==> config.mk <==
export PLATFORM = sky130hd
export DESIGN_NAME = bfca_ctrl
export DESIGN_NICKNAME = d
export VERILOG_FILES = /design/src/rtl/core/bfca_pkg.sv /design/src/rtl/core/bfca_ctrl.sv
export SDC_FILE = /design/constraint.sdc
export NUM_CORES = 1
export LEC_CHECK = 0
export BUFFER_PORTS_ARGS = -buffer_cell sky130_fd_sc_hd__buf_4
export CAP_MARGIN = 10
export CORE_AREA = 2 2 39 41
export DETAILED_ROUTE_END_ITERATION = 7
export DIE_AREA = 0 0 41 43
export MAX_ROUTING_LAYER = met4
export RECOVER_POWER = 50
export SLEW_MARGIN = 0
export SYNTH_ARGS = -nofsm -noshare
export SYNTH_HDL_FRONTEND = slang
export SYNTH_SLANG_ARGS = --single-unit
==> constraint.sdc <==
create_clock -name aclk -period 1.6 [get_ports aclk]
set_input_delay 0.08 -clock aclk [delete_from_list [all_inputs] [get_ports aclk]]
set_output_delay 0.08 -clock aclk [all_outputs]
set_load 0.01 [all_outputs]
==> src/rtl/core/bfca_pkg.sv <==
`default_nettype none
// ----------------------------------------------------------------------------
// bfca_pkg
// shared constants, types and helpers of the best-fit chunk allocator
// ----------------------------------------------------------------------------
package bfca_pkg;

    localparam int TABLE_DEPTH = 64;
    localparam int ADDR_BITS   = 32;
    localparam int IDX_BITS    = $clog2(TABLE_DEPTH);
    localparam int CNT_BITS    = $clog2(TABLE_DEPTH + 1);

    localparam logic [1:0] CMD_ALLOC = 2'd0;
    localparam logic [1:0] CMD_FREE  = 2'd1;
    localparam logic [1:0] CMD_LAST  = 2'd2;

    localparam logic [2:0] ST_OK        = 3'd0;
    localparam logic [2:0] ST_NO_MEM    = 3'd1;
    localparam logic [2:0] ST_FULL      = 3'd2;
    localparam logic [2:0] ST_NOT_ALLOC = 3'd3;
    localparam logic [2:0] ST_TOO_LARGE = 3'd4;

    localparam logic [9:0] MAX_REQ = 10'd512;

    localparam logic [0:0] REG_HEAP_BASE  = 1'd0;
    localparam logic [0:0] REG_HEAP_LIMIT = 1'd1;

    // controller to datapath
    typedef struct packed {
        logic start;    // latch command, clear scan state
        logic scan;     // examine entry at scan index
        logic finish;   // decide, update table, load result
    } bfca_ctrl_t;

    // datapath to controller
    typedef struct packed {
        logic last_entry;
        logic stop_early;
    } bfca_stat_t;

    function automatic logic [9:0] class_bytes(input logic [2:0] cls);
        logic [10:0] b;
        b = 11'd32 << cls;
        return b[9:0];
    endfunction

endpackage
`default_nettype wire

==> src/rtl/core/bfca_ctrl.sv <==
`default_nettype none
// ----------------------------------------------------------------------------
// bfca_ctrl
// command sequencer: accept, scan the table, finish, present result
// ----------------------------------------------------------------------------
module bfca_ctrl (
    input  wire logic             aclk,
    input  wire logic             aresetn,
    input  wire logic             in_valid,
    output logic                  in_ready,
    output logic                  out_valid,
    input  wire logic             out_ready,
    input  wire bfca_pkg::bfca_stat_t stat,
    output bfca_pkg::bfca_ctrl_t  ctrl
);

    typedef enum logic [1:0] {S_IDLE, S_SCAN, S_DONE} state_t;

    state_t state_reg;
    logic   out_valid_reg;
    logic   busy;

    // next item enters once the waiting result is taken, at the earliest in the same cycle
    assign busy      = (state_reg != S_IDLE);
    assign in_ready  = !busy && (!out_valid_reg || out_ready);
    assign out_valid = out_valid_reg;

    always_comb begin
        ctrl.start  = in_valid && in_ready;
        ctrl.scan   = (state_reg == S_SCAN);
        ctrl.finish = (state_reg == S_DONE);
    end

    always_ff @(posedge aclk) begin
        if (!aresetn) begin
            state_reg     <= S_IDLE;
            out_valid_reg <= 1'b0;
        end else begin
            if (out_valid_reg && out_ready) out_valid_reg <= 1'b0;
            case (state_reg)
                S_IDLE: begin
                    if (in_valid && in_ready) state_reg <= S_SCAN;
                end
                S_SCAN: begin
                    if (stat.last_entry || stat.stop_early) state_reg <= S_DONE;
                end
                S_DONE: begin
                    state_reg     <= S_IDLE;
                    out_valid_reg <= 1'b1;
                end
                default: state_reg <= S_IDLE;
            endcase
        end
    end

endmodule
`default_nettype wire

==> summary.txt, run 1 <==
Clocking
  • Clk Tree Root Cell: sky130_fd_sc_hd__clkbuf_4
  • Setup repair bufs after CTS: 0
  • Clk buf depth: 2
  • Post-CTS Resized: 0
  • # H-tree levels: 1
  • Number of buffers inserted during clock tree synthesis: 3
  • Clk Latency, worst-skew pair: roughly 0.23 ns
  • Number of sinks driven by the clock tree: 3
  • Clock tree from TritonCTS: done
  • CTS Hold Bufs: 0
  • Clock transition time at the flip-flop clock pins of the worst setup and hold paths: about 0.03 ns

Routing
  • Via count: 159
  • Number of detailed-route iterations in the first pass: 1
  • Final routed DRC violation total: 0
  • Wire length after detailed routing: 353 um
  • Post-route ant nets: 0
  • Via density per instance: 3.53
  • Detailed-route wire length per cell: 7.84 um
  • 1st-iter DRT viols: 0

Yosys
  • Mean Syn Cell Area: 9.51 um2
  • Synthesized Nets: 21
  • Register bit count reported by yosys: 3
  • Post-Synthesis Cell Area: 143 um2
  • Sequential cell area fraction in the yosys report: 42.1%
  • Gate count after technology mapping: 15
  • Synth unique cells: 12
  • Synth warnings: 0

Global routing
  • Total congestion overflow: 0
  • GRT Overall Usage: 5.24%
  • Via count of the first global-routing pass: roughly 150
  • Wire length of the first global-routing pass: between 500 and 600 um
  • Maximum number of pins on one net before global-route repair: 5
  • Number of antenna violations at the first check in global routing: 0

Die
  • Die ar.: 0.00176 mm2
  • Initial Util: 10.3%
  • Top-level I/O count: 11
  • Area inside the core boundary: 0.00138 mm2
  • Row cnt: 14
  • Chip height: approximately 43 um
  • Die X: between 40 and 50 um

STA
  • Min Tclk post-route: approximately 1.2 ns
  • Post-route worst hold slack: 0.0827 ns
  • Least-Margin Pin Slew: 0.269 ns
  • Setup TNS: 0 ns
  • Setup-violating endpoint count in the final report: 0
  • Number of endpoints with negative hold slack in the final report: 0
  • Upper clock frequency limit: 0.828 GHz
  • RSZ-0062 raised after global routing: no
  • Worst rel slew slack: 82.1%
  • Max Clock Skew: 0.000476 ns
  • Final cycle utilization of the critical path: 75.5%
  • Number of max-slew violations in the final report: 0

Power
  • Maximum resistive drop on vdd: 200 uV
  • P_leak: 0.124 nW
  • Pwr Density: 998 mW/mm2
  • Design Power: ~260 uW

Worst setup path
  • Slack of the worst reg-to-reg path: 0.55 ns
  • Slowest stage cell on the critical path: sky130_fd_sc_hd__dfxtp_1
  • Worst endpoint required time: 1.52 ns
  • Worst setup path class: reg -> out
  • Gate family responsible for the most delay along the worst path: simple AND/OR/NAND/NOR gates
  • WP buf/inv: 1
  • Worst path cell trace: or2_1 -> nor3b_1 -> buf_4
  • Crit path arrival time: between 1 and 1.5 ns
  • Type of element launching the critical path: register
  • Critical path peak fanout: 4
  • Delay of the slowest cell on the worst path: 0.31 ns
  • Worst setup EP type: output pin

Placed design
  • Number of cells in the design after placement: 41
  • HPWL after detailed placement: 298 um
  • Final estimated routing congestion in global placement: a little under 0.6
  • Number of port buffers: 10
  • DP Area: approximately 240 um2

Finish
  • Net count, final: 36
  • Area growth from synthesis to layout: 79.8%
  • Max FFs per register: 2
  • Proportion of layout cells with a drive suffix above 1: roughly two fifths
  • Final Cell Area: 256 um2
  • Number of antenna cells inserted: 0
  • Count of fill cells added during filler insertion: 170
  • Final cell count without fillers: 45

Status
  • Result of the run: complete, no violations

Hold path
  • Worst hold path type: in -> reg

Job
  • Max-cap violations: 0
## synthesized netlist by cell type (all sizes together)
cell type / number / area [um2]
dfxtp: 3 / 60.1
nor2b: 2 / 12.5
and2b: 1 / 8.76
inv: 1 / 3.75
nand2: 1 / 3.75
nor2: 1 / 3.75
nor3b: 1 / 7.51
o211a: 1 / 10.0
o21a: 1 / 7.51
o32ai: 1 / 8.76
or2: 1 / 6.26
or4b: 1 / 10.0
## area by class of cell
class / instances / area, um2 / share of cell area [%]
clock buffer: 4 / 26.3 / 10.2
inverter: 1 / 3.75 / 1.46
multi-input combinational: 11 / 78.8 / 30.7
sequential: 3 / 60.1 / 23.4
tap: 16 / 20.0 / 7.80
timing repair buffer: 10 / 67.6 / 26.3
## cells by family after synthesis
kind of cell           after synthesis  share of synthesized area (%)
AOI/OAI and AO/OA                    3                           18.4
buffers and inverters                1                           2.63
DFF                                  3                           42.1
and+or+nand+nor                      8                           36.8
## power by group
part	internal, mW	switching (mW)	total, mW
registers	0.0794	0.00260	0.0820
clock network	0.0933	0.0370	0.130
logic	0.0260	0.0179	0.0439
## stage by stage
stage	setup WS, ns	utilization [%]
2_1_floorplan	0.607	-
3_3_place_gp	0.548	17.2
3_5_place_dp	0.538	17.2
4_1_cts	0.371	19.1
5_1_grt	0.321	18.5
6_report	0.392	18.5
## final timing paths
check,startpoint,depth (start not counted),endpoint
min reg2reg,state_reg[1],2,state_reg[0]
min,stat[1],2,state_reg[1]
max reg2reg,state_reg[1],2,state_reg[0]
max,state_reg[1],3,ctrl[2]
## placed cells by master, fill, tap and decap left out, drive strengths merged
master	Yosys	routed
clkbuf	0	6
nor2	1	1
dfxtp	3	3
and2b	1	1
buf	0	8
or2	1	1
or4b	1	1
nor3b	1	1
o21a	1	1
nor2b	2	2
inv	1	1
o32ai	1	1
nand2	1	1
o211a	1	1
## metal layers
metal | global-route usage, % | vias up | wire [um]
met1 | 2.56 | 71 | 115
li1 | - | 83 | -
met3 | 3.14 | 0 | 36
met2 | 7.81 | 5 | 201
met4 | 8.00 | 0 | 0
met5 | - | - | 0
## worst reg2reg max path: stages, from the launching register on
cell	delay (ns)
sky130_fd_sc_hd__dfxtp_1	0.31
sky130_fd_sc_hd__or4b_1	0.51
sky130_fd_sc_hd__o32ai_1	0.13
Note: power is estimated with default switching activity, not from simulation.
==> inputs of run 2 (changes only) <==
Settings changed: ABC_AREA from default to 1.
Clock period 1.6 ns to 1.1 ns, I/O delays scaled along.
==> summary.txt, run 2 <==
Status
  • Result of the run: complete, no violations (unchanged)

STA
  • Max Clock Skew: 0.00272 ns (was 0.000476 ns)
  • RSZ-0062 raised after global routing: no (unchanged)
  • Min Tclk post-route: ~1.0 ns
  • Setup TNS: 0 ns (unchanged)
  • Setup-violating endpoint count in the final report: 0 (unchanged)
  • Number of endpoints with negative hold slack in the final report: 0 (unchanged)
  • Final worst-path setup slack: 0.0693 ns (was 0.392 ns)
  • Final cycle utilization of the critical path: between 90% and 100%
  • Upper clock frequency limit: just under 1 GHz
  • Number of max-slew violations in the final report: 0 (unchanged)
  • Least-Margin Pin Slew: 0.169 ns (was 0.269 ns)
  • Worst rel slew slack: 88.7% (was 82.1%)

Yosys
  • Post-Synthesis Cell Area: 146 um2 (was 143 um2)
  • Register bit count reported by yosys: 3 (unchanged)
  • Gate count after technology mapping: 20 (was 15)
  • Sequential cell area fraction in the yosys report: 41.0% (was 42.1%)
  • Synthesized Nets: 26 (was 21)
  • Number of enable flip-flop cells after synthesis: 0 (unchanged)
  • Dominant synthesized flop cell: sky130_fd_sc_hd__dfxtp_1 (unchanged)
  • Mean Syn Cell Area: 7.32 um2 (was 9.51 um2)
  • Proportion of synthesized flip-flops having asynchronous set or reset: 0% (unchanged)
  • Synth area leader: sky130_fd_sc_hd__dfxtp_1 (unchanged)
  • Area share of the leading cell type in the synthesized netlist: 41.0% (was 42.1%)
  • Most used standard cells in the synthesized netlist: 4 x sky130_fd_sc_hd__inv_1, 3 x sky130_fd_sc_hd__dfxtp_1, 3 x sky130_fd_sc_hd__nand2_1, 2 x sky130_fd_sc_hd__nor2_1 (was 3 x sky130_fd_sc_hd__dfxtp_1, 2 x sky130_fd_sc_hd__nor2b_1)
  • Synth warnings: 0 (unchanged)
  • Top area cells in the synthesized netlist: sky130_fd_sc_hd__dfxtp_1 41%, sky130_fd_sc_hd__inv_1 10%, sky130_fd_sc_hd__nand2_1 7.7% (was sky130_fd_sc_hd__dfxtp_1 42%, sky130_fd_sc_hd__nor2b_1 8.8%, sky130_fd_sc_hd__o211a_1 7.0%)
  • Most common cell in the netlist: sky130_fd_sc_hd__inv_1 (was sky130_fd_sc_hd__dfxtp_1)
  • Synth unique cells: 12 (unchanged)

Placed design
  • Final estimated routing congestion in global placement: 0.610 (was 0.578)
  • Number of port buffers: 10 (unchanged)
  • Worst slack, placed: 0.275 ns (was 0.538 ns)

Finish
  • Commonest cells after routing, fill and taps aside: 9 x sky130_fd_sc_hd__buf_4, 4 x sky130_fd_sc_hd__inv_1, 3 x sky130_fd_sc_hd__nand2_1, 3 x sky130_fd_sc_hd__clkbuf_4, 3 x sky130_fd_sc_hd__dfxtp_1 (was 8 x sky130_fd_sc_hd__buf_4, 3 x sky130_fd_sc_hd__clkbuf_4, 3 x sky130_fd_sc_hd__clkbuf_1, 3 x sky130_fd_sc_hd__dfxtp_1, 2 x sky130_fd_sc_hd__nor2b_1)
  • Max FFs per register: 2 (unchanged)
  • Proportion of layout cells with a drive suffix above 1: 52.9% (was 41.4%)
  • Area growth from synthesis to layout: 83.8% (was 79.8%)
  • Leading cell type in the layout, fill and taps excluded: sky130_fd_sc_hd__buf_4 (unchanged)
  • Number of antenna cells inserted: 0 (unchanged)
  • Area taken by flip-flops and latches: 60.1 um2 (unchanged)
  • Count of fill cells added during filler insertion: 160 (was 170)
  • Net count, final: 41 (was 36)
  • Area used by multi-input combinational logic: 72.6 um2 (was 78.8 um2)

Die
  • Row cnt: 14 (unchanged)
  • Die X: 41 um (unchanged)
  • Top-level I/O count: 11 (unchanged)
  • Die ar.: 0.00176 mm2 (unchanged)
  • Area inside the core boundary: 0.00138 mm2 (unchanged)
  • Chip height: 43 um (unchanged)
  • Initial Util: 10.6% (was 10.3%)

Global routing
  • GRT Overall Usage: 5.54% (was 5.24%)
  • Wire length of the first global-routing pass: 496 um (was 510 um)
  • Number of antenna violations at the first check in global routing: 0 (unchanged)
  • Total congestion overflow: 0 (unchanged)
  • Maximum number of pins on one net before global-route repair: 4 (was 5)
  • Via count of the first global-routing pass: 143 (was 153)

Clocking
  • # H-tree levels: 1 (unchanged)
  • Clock transition time at the flip-flop clock pins of the worst setup and hold paths: 0.03 ns (about the same)
  • Number of buffers inserted during clock tree synthesis: 3 (unchanged)
  • Clock tree from TritonCTS: done (unchanged)
  • Number of sinks driven by the clock tree: 3 (unchanged)
  • Clk buf depth: 2 (unchanged)
  • Clk Tree Root Cell: sky130_fd_sc_hd__clkbuf_4 (unchanged)
  • Clk Latency, worst-skew pair: 0.23 ns (about the same)
  • Setup repair bufs after CTS: 0 (unchanged)

Worst setup path
  • Worst path cell trace: nor2_2 -> nand3_2 -> inv_1 -> buf_4 (was or2_1 -> nor3b_1 -> buf_4)
  • Critical path peak fanout: 3 (was 4)
  • Delay of the slowest cell on the worst path: 0.34 ns (was 0.31 ns)
  • Worst setup EP type: output pin (unchanged)
  • Worst endpoint required time: 1.04 ns (was 1.52 ns)
  • Gate family responsible for the most delay along the worst path: flip-flops (was simple AND/OR/NAND/NOR gates)
  • Slowest stage cell on the critical path: sky130_fd_sc_hd__dfxtp_1 (unchanged)
  • WP buf/inv: 2 (was 1)
  • Crit path arrival time: 0.98 ns (was 1.13 ns)
  • Worst setup path class: reg -> out (unchanged)
  • Slack of the worst reg-to-reg path: 0.35 ns (was 0.55 ns)
  • Type of element launching the critical path: register (unchanged)

Job
  • Max-cap violations: 0 (unchanged)

Power
  • Maximum resistive drop on vdd: 189 uV (was 200 uV)
  • Clock share of power: 50.0% (was 50.9%)
  • Combinational group share of total power: 18.3% (was 17.1%)
  • Design Power: 378 uW (was 256 uW)
  • Portion of total power attributed to sequential cells: 31.7% (was 32.0%)
  • Switching Fraction: 23.7% (was 22.4%)
  • P_leak: 0.138 nW (was 0.124 nW)
  • Internal Dissipation: 289 uW (was 199 uW)
  • Net switching component of the power: 89.5 uW (was 57.4 uW)
  • Pwr Density: 1410 mW/mm2 (was 998 mW/mm2)

Hold path
  • Worst hold path type: in -> reg (unchanged)

Routing
  • 1st-iter DRT viols: 0 (unchanged)
  • Post-route ant nets: 0 (unchanged)
  • Wire length after detailed routing: 316 um (was 353 um)
  • Final routed DRC violation total: 0 (unchanged)
  • Via density per instance: 3.08 (was 3.53)
  • Via count: 154 (was 159)
  • Number of detailed-route iterations in the first pass: 1 (unchanged)
  • Detailed-route wire length per cell: 6.32 um (was 7.84 um)
## run 2: layer usage
layer / vias to the layer above / wire [um] / global-route usage [%]
li1: 86 / - / -
met1: 59 / 133 / 4.46
met2: 9 / 145 / 5.00
met3: 0 / 37 / 3.14
met4: 0 / 0 / 12.0
met5: - / 0 / -
## run 2: cell type report
| cell class | count | area share (%) |
|---|---|---|
| Timing Repair Buffer | 10 | 26.5 |
| Tap cell | 16 | 7.44 |
| Multi-Input combinational cell | 12 | 27.0 |
| Inverter | 5 | 6.98 |
| Sequential cell | 3 | 22.3 |
| Clock buffer | 4 | 9.77 |
## run 2: power by group through the flow
stage	clock network (mW)	registers, mW	logic [mW]
2_1_floorplan	0	0.122	0.0327
3_3_place_gp	0	0.121	0.0693
3_5_place_dp	0	0.121	0.0694
4_1_cts	0.202	0.120	0.0696
5_1_grt	0.216	0.120	0.0765
6_report	0.189	0.120	0.0691
## run 2: cells by family after synthesis
group	synth area share [%]
simple gates	36.8
buf+inv	12.8
flops	41.0
compound gates	9.40
## run 2: metrics by stage
step	cells	utilization (%)	instance area [um2]	hold WS, ns
finish	50	19.4	269	0.0647
global route	50	19.4	269	0.0776
CTS	50	19.3	268	0.0592
detailed placement	46	17.5	241	0.301
global placement	46	17.5	241	0.289
floorplan	20	-	146	0.175
## run 2: repair_timing
| action | 4_1_cts | 5_1_grt |
|---|---|---|
| hold buffers | 0 | 0 |
| gates resized for setup | 0 | 1 |
| endpoints found under the setup margin | 0 | 1 |
## run 2: final timing paths
path | startpoint | to | cells after the start
setup / recovery | state_reg[1] | ctrl[2] | 4
hold / removal | aresetn | state_reg[1] | 3
setup reg to reg | state_reg[1] | state_reg[0] | 3
hold reg to reg | out_valid | out_valid | 2
## run 2: worst register-to-register path, delay by kind of cell (launching register included)
family             cells  cell delay, ns
and+or+nand+nor        2            0.24
DFF                    1            0.34
AOI/OAI and AO/OA      1            0.11
==> inputs of run 3 (changes only) <==
Settings changed: PLACE_DENSITY from default to 0.3.
==> summary.txt, run 3 (synthesis gave the netlist of run 2 again) <==
Clocking
  • Clock tree from TritonCTS: done (unchanged)
  • Clk Latency, worst-skew pair: 0.23 ns (about the same)
  • Clock transition time at the flip-flop clock pins of the worst setup and hold paths: 0.04 ns (was 0.03 ns)
  • # H-tree levels: 1 (unchanged)
  • Number of sinks driven by the clock tree: 3 (unchanged)
  • CTS Hold Bufs: 0 (unchanged)
  • Number of buffers inserted during clock tree synthesis: 3 (unchanged)
  • Clk buf depth: 2 (unchanged)
  • Clk Tree Root Cell: sky130_fd_sc_hd__clkbuf_4 (unchanged)

Die
  • Die X: 41 um (unchanged)
  • Chip height: 43 um (unchanged)
  • Area inside the core boundary: 0.00138 mm2 (unchanged)
  • Initial Util: 10.6% (unchanged)
  • Row cnt: 14 (unchanged)
  • Die ar.: 0.00176 mm2 (unchanged)
  • Top-level I/O count: 11 (unchanged)

Worst setup path
  • Worst setup EP type: output pin (unchanged)
  • Crit Reg-Reg Endpoint: state_reg[0] (unchanged)
  • Worst endpoint required time: 1.04 ns (about the same)
  • Origin of the critical flop-to-flop path: state_reg[0] (was state_reg[1])
  • Critical path peak fanout: 2 (was 3)
  • Type of element launching the critical path: register (unchanged)
  • Number of cell instances on the worst register-to-register path: 4 (was 3)
  • Crit path arrival time: 0.95 ns (was 0.98 ns)
  • Worst setup path class: reg -> out (unchanged)
  • Gate family responsible for the most delay along the worst path: flip-flops (unchanged)
  • Delay of the slowest cell on the worst path: 0.32 ns (was 0.34 ns)
  • WP buf/inv: 2 (unchanged)
  • Slack of the worst reg-to-reg path: 0.35 ns (about the same)
  • Worst path cell trace: nor2_2 -> nand3_2 -> inv_1 -> buf_4 (unchanged)
  • Slowest stage cell on the critical path: sky130_fd_sc_hd__dfxtp_1 (unchanged)

Routing
  • Wire length after detailed routing: 336 um (was 316 um)
  • Final routed DRC violation total: 0 (unchanged)
  • Via density per instance: 3.08 (unchanged)
  • Number of detailed-route iterations in the first pass: 2 (was 1)
  • Post-route ant nets: 0 (unchanged)
  • 1st-iter DRT viols: 5 (was 0)
  • Detailed-route wire length per cell: 6.72 um (was 6.32 um)
  • Via count: 154 (unchanged)

Finish
  • Max FFs per register: 2 (unchanged)
  • Final Cell Area: 270 um2 (was 269 um2)
  • Net count, final: 41 (unchanged)
  • Area used by multi-input combinational logic: 72.6 um2 (unchanged)
  • Area taken by flip-flops and latches: 61.3 um2 (was 60.1 um2)
  • Leading cell type in the layout, fill and taps excluded: sky130_fd_sc_hd__buf_4 (unchanged)
  • Count of fill cells added during filler insertion: 165 (was 160)
  • Area growth from synthesis to layout: 84.6% (was 83.8%)
  • Final cell count without fillers: 50 (unchanged)
  • Proportion of layout cells with a drive suffix above 1: 55.9% (was 52.9%)
  • Number of antenna cells inserted: 0 (unchanged)
  • Final cell utilization of the core: 19.5% (was 19.4%)
  • Commonest cells after routing, fill and taps aside: 9 x sky130_fd_sc_hd__buf_4, 4 x sky130_fd_sc_hd__inv_1, 3 x sky130_fd_sc_hd__nand2_1, 3 x sky130_fd_sc_hd__clkbuf_4 (was 9 x sky130_fd_sc_hd__buf_4, 4 x sky130_fd_sc_hd__inv_1, 3 x sky130_fd_sc_hd__nand2_1, 3 x sky130_fd_sc_hd__clkbuf_4, 3 x sky130_fd_sc_hd__dfxtp_1)

STA
  • Max Clock Skew: 0.000942 ns (was 0.00272 ns)
  • Worst rel slew slack: 89.0% (was 88.7%)
  • Number of max-slew violations in the final report: 0 (unchanged)
  • Final worst-path setup slack: 0.0998 ns (was 0.0693 ns)
  • Final cycle utilization of the critical path: 90.9% (was 93.7%)
  • Min Tclk post-route: 1.00 ns (was 1.03 ns)
  • Least-Margin Pin Slew: 0.164 ns (was 0.169 ns)
  • Setup TNS: 0 ns (unchanged)
  • Setup-violating endpoint count in the final report: 0 (unchanged)
  • Post-route worst hold slack: 0.0553 ns (was 0.0647 ns)
  • Upper clock frequency limit: 1.00 GHz (was 0.970 GHz)
  • Number of endpoints with negative hold slack in the final report: 0 (unchanged)

Global routing
  • Met3 demand-to-capacity share in global routing: 6.28% (was 3.14%)
  • Met1 Resource Use GR: 5.79% (was 4.46%)
  • Via count of the first global-routing pass: 148 (was 143)
  • Number of antenna violations at the first check in global routing: 0 (unchanged)
  • Total congestion overflow: 0 (unchanged)
  • Wire length of the first global-routing pass: 538 um (was 496 um)
  • Layer carrying the most global-route usage: met4 (unchanged)
  • Fraction of met2 tracks used by global routing: 4.38% (was 5.00%)
  • Maximum number of pins on one net before global-route repair: 4 (unchanged)
  • GRT Overall Usage: 5.76% (was 5.54%)

Power
  • P_leak: 0.139 nW (was 0.138 nW)
  • Maximum resistive drop on vdd: 315 uV (was 189 uV)
  • Pwr Density: 1410 mW/mm2 (about the same)
  • Design Power: 382 uW (was 378 uW)

Hold path
  • Worst hold path type: in -> reg (unchanged)
  • Worst Min Path Start: aresetn (unchanged)
  • Number of cells on the worst hold path: 3 (unchanged)
  • Endpoint, Worst Hold: state_reg[1] (unchanged)

Job
  • Max-cap violations: 0 (unchanged)

Placed design
  • Worst slack, placed: 0.284 ns (was 0.275 ns)
  • Number of cells in the design after placement: 46 (unchanged)
  • Final estimated routing congestion in global placement: 0.549 (was 0.610)
  • DP Area: 241 um2 (unchanged)
  • HPWL after detailed placement: 282 um
  • Number of port buffers: 10 (unchanged)

Status
  • Result of the run: complete, no violations (unchanged)
run 3: how the worst max path moves through the flow:
stage               cells after the start            to    startpoint
finish                                  4       ctrl[2]  state_reg[0]
global route                            4       ctrl[2]  state_reg[0]
CTS                                     4       ctrl[2]  state_reg[1]
detailed placement                      4       ctrl[2]  state_reg[1]
global placement                        4       ctrl[2]  state_reg[1]
floorplan                               4  state_reg[0]  state_reg[0]
run 3: area by class of cell:
cell class	instances	area share (%)
multi-input cells	12	26.9
repair buffers	10	26.4
flip-flops and latches	3	22.7
clock buffers	4	9.72
well taps	16	7.41
inverters	5	6.94
run 3: report_power, final:
part	switching (mW)	internal (mW)	total, mW	leakage (nW)
registers	0.00474	0.115	0.120	0.0250
logic	0.0321	0.0381	0.0702	0.0988
clock network	0.0555	0.136	0.191	0.0150
total	0.0923	0.289	0.382	0.139
run 3: worst reg2reg max path: stages, from the launching register on:
cell	delay, ns
sky130_fd_sc_hd__dfxtp_1	0.35
sky130_fd_sc_hd__inv_2	0.06
sky130_fd_sc_hd__nor2_4	0.11
sky130_fd_sc_hd__nand2_2	0.06
sky130_fd_sc_hd__a21oi_2	0.11
run 3: per-layer routing:
metal  wire length (um)  up-vias
met4                  0        0
met1                161       56
met3                 59        0
li1                   -       87
met2                115       11
met5                  0        -
run 3: what timing repair did:
action | in CTS | in global routing
resized for setup | 0 | 2
buffers inserted | 0 | 0
endpoints found under the setup margin | 0 | 1
